[src/rtl/spi_pwm_pkg.sv]
// Shared constants for the SPI PWM command register slave.
// Command codes, word widths and stream packing widths. No dependencies.
package spi_pwm_pkg;

    localparam int unsigned WORD_W    = 16;
    localparam int unsigned CMP_W     = 32;
    localparam int unsigned EN_W      = 8;
    localparam int unsigned CMD_W     = 4;
    localparam int unsigned OUT_BITS  = WORD_W + CMP_W + CMP_W + WORD_W + 2;
    localparam int unsigned OUT_TDATA_W = ((OUT_BITS + 7) / 8) * 8;

    // Command codes carried by a first-slot word
    typedef enum logic [CMD_W-1:0] {
        CMD_NONE       = 4'd0,
        CMD_A_HI       = 4'd1,
        CMD_A_LO       = 4'd2,
        CMD_B_HI       = 4'd3,
        CMD_B_LO       = 4'd4,
        CMD_LED_WR     = 4'd5,
        CMD_A_HI_RD    = 4'd6,
        CMD_A_LO_RD    = 4'd7,
        CMD_B_HI_RD    = 4'd8,
        CMD_B_LO_RD    = 4'd9,
        CMD_LED_RD     = 4'd10,
        CMD_EN_WR      = 4'd11,
        CMD_EN_RD      = 4'd12
    } cmd_t;

    localparam logic [WORD_W-1:0] CMD_MAX_WORD = WORD_W'(CMD_EN_RD);

endpackage

[src/rtl/spi_pwm_command_register_slave.sv]
// SPI PWM command register slave: top level.
// Depends on spi_pwm_pkg for command codes and widths.
//
// Usage:
//   s_axis_*  carries one received SPI word per stream word. Words alternate
//             between a command slot and a data slot, starting with a command
//             slot after reset. A command word of 1..12 selects the command;
//             other values leave the previous command in place.
//   m_axis_*  returns one word per input word: the reply to load for the
//             next SPI transfer, plus the committed PWM compares, LED compare
//             and channel enables as they stand after that input word.
// Pipeline: an input word is registered, then decoded against the register
//   file; its result is registered and presented on m_axis.
// Throughput: one word per cycle while m_axis_tready stays high. The input register and the result
//   register each take a new word whenever the stage ahead frees up.
// Reset: all compares, staging registers, enables, the held word, the
//   command and the slot/pair tracking clear to zero; both stages empty.
// Stall: while m_axis_tready is low the result holds, the input stage
//   fills, and s_axis_tready drops once both stages hold a word.
module spi_pwm_command_register_slave (
    input  logic                                clk,
    input  logic                                rst_n,
    input  logic                                s_axis_tvalid,
    output logic                                s_axis_tready,
    // [15:0] spi_word
    input  logic [spi_pwm_pkg::WORD_W-1:0]      s_axis_tdata,
    output logic                                m_axis_tvalid,
    input  logic                                m_axis_tready,
    // [15:0] reply_word, [47:16] compare_a, [79:48] compare_b,
    // [95:80] led_compare, [96] enable_a, [97] enable_b, [103:98] zero
    output logic [spi_pwm_pkg::OUT_TDATA_W-1:0] m_axis_tdata
);
    import spi_pwm_pkg::*;

    // Pipeline control
    logic              in_valid_reg;
    logic [WORD_W-1:0] in_word_reg;
    logic              out_valid_reg;
    logic [WORD_W-1:0] reply_reg;
    logic              out_load;
    logic              in_load;

    // Register file
    logic              slot_phase_reg, slot_phase_next;
    logic              pair_parity_reg, pair_parity_next;
    cmd_t              cmd_reg, cmd_next;
    logic [WORD_W-1:0] held_reg, held_next;
    logic [CMP_W-1:0]  staging_a_reg, staging_a_next;
    logic [CMP_W-1:0]  committed_a_reg, committed_a_next;
    logic [CMP_W-1:0]  staging_b_reg, staging_b_next;
    logic [CMP_W-1:0]  committed_b_reg, committed_b_next;
    logic [WORD_W-1:0] led_reg, led_next;
    logic [EN_W-1:0]   enable_reg, enable_next;
    logic [WORD_W-1:0] reply_next;
    logic              go;

    assign out_load      = in_valid_reg && (!out_valid_reg || m_axis_tready);
    assign in_load       = s_axis_tvalid && s_axis_tready;
    assign s_axis_tready = !in_valid_reg || out_load;

    // Input register
    always_ff @(posedge clk or negedge rst_n)
    begin
        if (!rst_n)
        begin
            in_valid_reg <= 1'b0;
        end
        else if (s_axis_tready)
        begin
            in_valid_reg <= s_axis_tvalid;
        end
    end

    always_ff @(posedge clk)
    begin
        if (in_load)
        begin
            in_word_reg <= s_axis_tdata;
        end
    end

    // Slot decode and register file update
    always_comb
    begin
        slot_phase_next  = slot_phase_reg;
        pair_parity_next = pair_parity_reg;
        cmd_next         = cmd_reg;
        held_next        = held_reg;
        staging_a_next   = staging_a_reg;
        committed_a_next = committed_a_reg;
        staging_b_next   = staging_b_reg;
        committed_b_next = committed_b_reg;
        led_next         = led_reg;
        enable_next      = enable_reg;
        reply_next       = in_word_reg;
        go               = pair_parity_reg;

        if (!slot_phase_reg)
        begin
            // command slot: latch word, take it as command if in range
            held_next       = in_word_reg;
            slot_phase_next = 1'b1;
            if (in_word_reg != '0 && in_word_reg <= CMD_MAX_WORD)
            begin
                cmd_next = cmd_t'(in_word_reg[CMD_W-1:0]);
            end
        end
        else
        begin
            // data slot: act on held word, compare and LED writes gated by pair parity
            slot_phase_next  = 1'b0;
            pair_parity_next = !pair_parity_reg;
            unique case (cmd_reg)
                CMD_A_HI:
                begin
                    if (go)
                    begin
                        staging_a_next = {held_reg, {WORD_W{1'b0}}};
                    end
                end
                CMD_A_LO:
                begin
                    if (go)
                    begin
                        staging_a_next   = staging_a_reg | {{WORD_W{1'b0}}, held_reg};
                        committed_a_next = staging_a_reg | {{WORD_W{1'b0}}, held_reg};
                    end
                end
                CMD_B_HI:
                begin
                    if (go)
                    begin
                        staging_b_next = {held_reg, {WORD_W{1'b0}}};
                    end
                end
                CMD_B_LO:
                begin
                    if (go)
                    begin
                        staging_b_next   = staging_b_reg | {{WORD_W{1'b0}}, held_reg};
                        committed_b_next = staging_b_reg | {{WORD_W{1'b0}}, held_reg};
                    end
                end
                CMD_LED_WR:
                begin
                    if (go)
                    begin
                        led_next = held_reg;
                    end
                end
                CMD_A_HI_RD: reply_next = committed_a_reg[CMP_W-1:WORD_W];
                CMD_A_LO_RD: reply_next = committed_a_reg[WORD_W-1:0];
                CMD_B_HI_RD: reply_next = committed_b_reg[CMP_W-1:WORD_W];
                CMD_B_LO_RD: reply_next = committed_b_reg[WORD_W-1:0];
                CMD_LED_RD:  reply_next = led_reg;
                CMD_EN_WR:   enable_next = held_reg[EN_W-1:0];
                CMD_EN_RD:   reply_next = {{(WORD_W-EN_W){1'b0}}, enable_reg};
                default:     reply_next = held_reg;    // no command yet
            endcase
        end
    end

    always_ff @(posedge clk or negedge rst_n)
    begin
        if (!rst_n)
        begin
            slot_phase_reg  <= 1'b0;
            pair_parity_reg <= 1'b0;
            cmd_reg         <= CMD_NONE;
            held_reg        <= '0;
            staging_a_reg   <= '0;
            committed_a_reg <= '0;
            staging_b_reg   <= '0;
            committed_b_reg <= '0;
            led_reg         <= '0;
            enable_reg      <= '0;
        end
        else if (out_load)
        begin
            slot_phase_reg  <= slot_phase_next;
            pair_parity_reg <= pair_parity_next;
            cmd_reg         <= cmd_next;
            held_reg        <= held_next;
            staging_a_reg   <= staging_a_next;
            committed_a_reg <= committed_a_next;
            staging_b_reg   <= staging_b_next;
            committed_b_reg <= committed_b_next;
            led_reg         <= led_next;
            enable_reg      <= enable_next;
        end
    end

    // Result register
    always_ff @(posedge clk or negedge rst_n)
    begin
        if (!rst_n)
        begin
            out_valid_reg <= 1'b0;
        end
        else if (!out_valid_reg || m_axis_tready)
        begin
            out_valid_reg <= in_valid_reg;
        end
    end

    always_ff @(posedge clk)
    begin
        if (out_load)
        begin
            reply_reg <= reply_next;
        end
    end

    // Compares and enables are read straight from the register file, which
    // only moves when a new result is loaded.
    assign m_axis_tvalid = out_valid_reg;
    assign m_axis_tdata  = {{(OUT_TDATA_W-OUT_BITS){1'b0}},
                            enable_reg[1], enable_reg[0], led_reg,
                            committed_b_reg, committed_a_reg, reply_reg};

endmodule

[config.mk]
export PLATFORM = sky130hd
export DESIGN_NAME = spi_pwm_command_register_slave
export DESIGN_NICKNAME = d
export VERILOG_FILES = /design/src/rtl/spi_pwm_pkg.sv /design/src/rtl/spi_pwm_command_register_slave.sv
export SDC_FILE = /design/constraint.sdc
export NUM_CORES = 1
export LEC_CHECK = 0
export ABC_AREA = 0
export BUFFER_PORTS_ARGS = -buffer_cell sky130_fd_sc_hd__buf_4
export CORE_MARGIN = 4
export CORE_UTILIZATION = 40
export DETAILED_ROUTE_END_ITERATION = 8
export GPL_TIMING_DRIVEN = 1
export SLEW_MARGIN = 20
export SYNTH_ARGS = -nofsm -noshare
export SYNTH_HDL_FRONTEND = slang
export SYNTH_SLANG_ARGS = --single-unit
[constraint.sdc]
create_clock -name clk -period 3.5 [get_ports clk]
set_input_delay 0.175 -clock clk [delete_from_list [all_inputs] [get_ports clk]]
set_output_delay 0.175 -clock clk [all_outputs]
set_load 0.02 [all_outputs]
==> results_dict.tcl <==
set metrics [dict create \
    timing_hold_violations_final 0 \
    start_util_pct 40.96 \
    crit_fanout 31 \
    ys_ff_latch 208 \
    grt_usage_pct 21.24 \
    design.core.area_sq_um 22030 \
    critPathMaxStageDelay_ns 0.96 \
    p_per_area_nw_per_um2 539.3 \
    cts-htree-levels 1 \
    ys_seq_area_share_pct 59.47 \
    synth_area_leaders "dfrtp_1, edfxtp_1, nand2_1" \
    num_antenna_cells 0 \
    hold_path_class "in2async" \
    grt_overflow_total 0 \
    vdd_ir_drop_max_mv 0.3379 \
    finalCriticalPeriod_ns 2.775 \
    netlist_instances 880 \
    arrival_ns 3.03 \
    fmax_ghz 0.3603 \
    placementRows 54 \
    synth.largest_area_cell "dfrtp_1" \
    worstMarginPinSlew_ns 0.9933 \
    rsz0062_at_grt "no" \
    synth_top_area_share_pct 48.82 \
    vias 7013 \
    avgSynthCellArea_sq_um 10.25 \
    cts_tree "done" \
    final_area_sq_um 11090 \
    drt_iter0_drc 660 \
    clock_tree.buffer_depth 3 \
    worstSetupPathType "reg2reg" \
    viasPerCell 5.432 \
    r2r_start "cmd_reg[3]" \
    cts_sinks 208 \
    synth_area_sq_um 9021 \
    reg2reg_slack_ns 0.72 \
    die_height_microns 158.2 \
    clock_latency_ns 0.51 \
    design.die.area_sq_um 25020 \
    yosysMostFrequentCell "nand2_1" \
    grt_pass1_vias 6858 \
    dp_hpwl_microns 18300 \
    gp_congestion 0.9334 \
    synth_flop_cell "dfrtp_1" \
    antenna_found_initial 0 \
    cts_resized 0 \
    cts_root_buffer "clkbuf_16" \
    holdWs_ns 0.2175 \
    startpoint "cmd_reg[3]" \
    pin_count 126 \
    dpl_cell_area_sq_um 10090 \
    synth_edf_count 32 \
    synth_common_cells "nand2_1, dfrtp_1, o21ai_0" \
    die-width_microns 158.2 \
    numCtsBuffers 23 \
    grt_pass1_wl_microns 40980 \
    remaining_drc_errors 0 \
    clk_pin_slew_worst_paths_ns 0.06 \
    grt_max_degree 78 \
    cap_viol_max_count 0 \
    async_flop_share_pct 84.62 \
    worstSetupStartpointType "flop" \
    portBuffers 119 \
    rr_endpoint "reply_reg[10]" \
    synth.distinct_cells 52 \
    antenna_left 0 \
    maxSlewHeadroom_pct 33.78 \
    fin_tns_setup_ns 0 \
    nFillCells 2008 \
    wirelength_microns 26470 \
    wl_per_cell_microns 20.51 \
    endpoint "reply_reg[10]" \
    cp_top_family "flip-flops" \
    yosysWarningCount 0 \
    power.leakage_nw 5.463 \
    layout-drive-gt1-share_pct 24.63 \
    fin_nets 1014 \
    period_share_pct 79.29 \
    status "completed" \
    finClkSkew_ns 0.01390 \
    setup_violations 0 \
    syn2layout_area_growth_pct 22.95 \
    reg2regPathDepth 5 \
    first_pass_iters 5 \
    crit_buf_inv 1 \
    critPathCaptureType "flop" \
    worst-path-stages 5 \
    path_cells "inv_2 > nor3_1 > a21oi_1 > a2bb2oi_1 > o22ai_1" \
    cp.required_ns 3.75 \
    drv_slew 0 \
    crit_slowest_cell "dfrtp_1" \
]
[layout by cell type, fill, tap and decap left out, types with 4 or more instances in the layout]
cell | Yosys | layout
inv_1 | 4 | 4
clkbuf_16 | 0 | 24
mux2_2 | 59 | 59
buf_4 | 13 | 135
nor4_1 | 4 | 4
a22oi_1 | 13 | 13
a211oi_1 | 5 | 5
dlygate4sd3_1 | 0 | 19
dfrtp_1 | 176 | 176
nand2_1 | 210 | 210
nor2_1 | 61 | 60
and3_1 | 4 | 4
nor2b_1 | 8 | 8
nand3_1 | 42 | 41
conb_1 | 1 | 6
o21ai_1 | 4 | 4
o21ai_0 | 72 | 72
a21oi_1 | 47 | 47
a22o_1 | 4 | 4
a221oi_1 | 10 | 10
nand2b_1 | 5 | 5
edfxtp_1 | 32 | 32
clkbuf_8 | 0 | 10
a31oi_1 | 4 | 4
[kinds of logic after synthesis]
kind of cell,Yosys count,share of synthesized area [%]
xor+xnor,1,0.09711
mux,61,7.587
compound gates,178,11.65
simple gates,352,16.87
flops,208,59.47
other cells,1,0.04157
buf+inv,78,4.175
fa+ha+maj,1,0.1110
[how the worst min path moves through the flow]
stage | from | endpoint
4_1_cts | rst_n | committed_b_reg[5]
2_1_floorplan | rst_n | cmd_reg[0]
3_5_place_dp | rst_n | committed_b_reg[5]
6_report | rst_n | committed_b_reg[5]
5_1_grt | rst_n | committed_b_reg[5]
3_3_place_gp | rst_n | committed_b_reg[5]
[stage by stage]
step           worst slack (ns)  power [mW]  utilization, %  cells
2_1_floorplan             1.501       3.199               -    885
3_3_place_gp             0.8285       3.498           45.83   1230
3_5_place_dp             0.7585       3.499           45.83   1230
4_1_cts                  0.7684       6.028           50.36   1291
5_1_grt                  0.5471       6.206           50.36   1291
6_report                 0.7249       5.982           50.36   1291
[metal layers]
| layer | share of wire, % | up-vias | wire length [microns] | track usage [%] |
|---|---|---|---|---|
| li1 | - | 3245 | - | - |
| met2 | 48 | 257 | 12590 | 34.53 |
| met4 | 2.5 | 0 | 660 | 5.321 |
| met5 | 0 | - | 0 | 0 |
| met1 | 44 | 3467 | 11630 | 30.23 |
| met3 | 6.0 | 44 | 1592 | 3.034 |
[where the power goes]
| part | total [mW] | switching (mW) | internal (mW) |
|---|---|---|---|
| Clock | 2.51 | 0.971 | 1.54 |
| Sequential | 2.94 | 0.316 | 2.62 |
| Combinational | 0.532 | 0.296 | 0.236 |
[timing repair]
| item | CTS | global route |
|---|---|---|
| hold endpoints to repair | 79 | 0 |
| hold buffers | 19 | 0 |
| setup buffers | 0 | 0 |
| endpoints found under the setup margin | 0 | 0 |
[area by class of cell]
cell class / instances / area [sq um] / share of cell area (%)
clock buffers: 37 / 749.5 / 6.757
clock inverters: 5 / 57.56 / 0.5189
inverters: 6 / 22.52 / 0.2030
multi-input cells: 599 / 3312 / 29.86
flip-flops and latches: 208 / 5365 / 48.37
well taps: 280 / 350.3 / 3.158
repair buffers: 156 / 1235 / 11.13
Power figures use the tool's default switching activity.
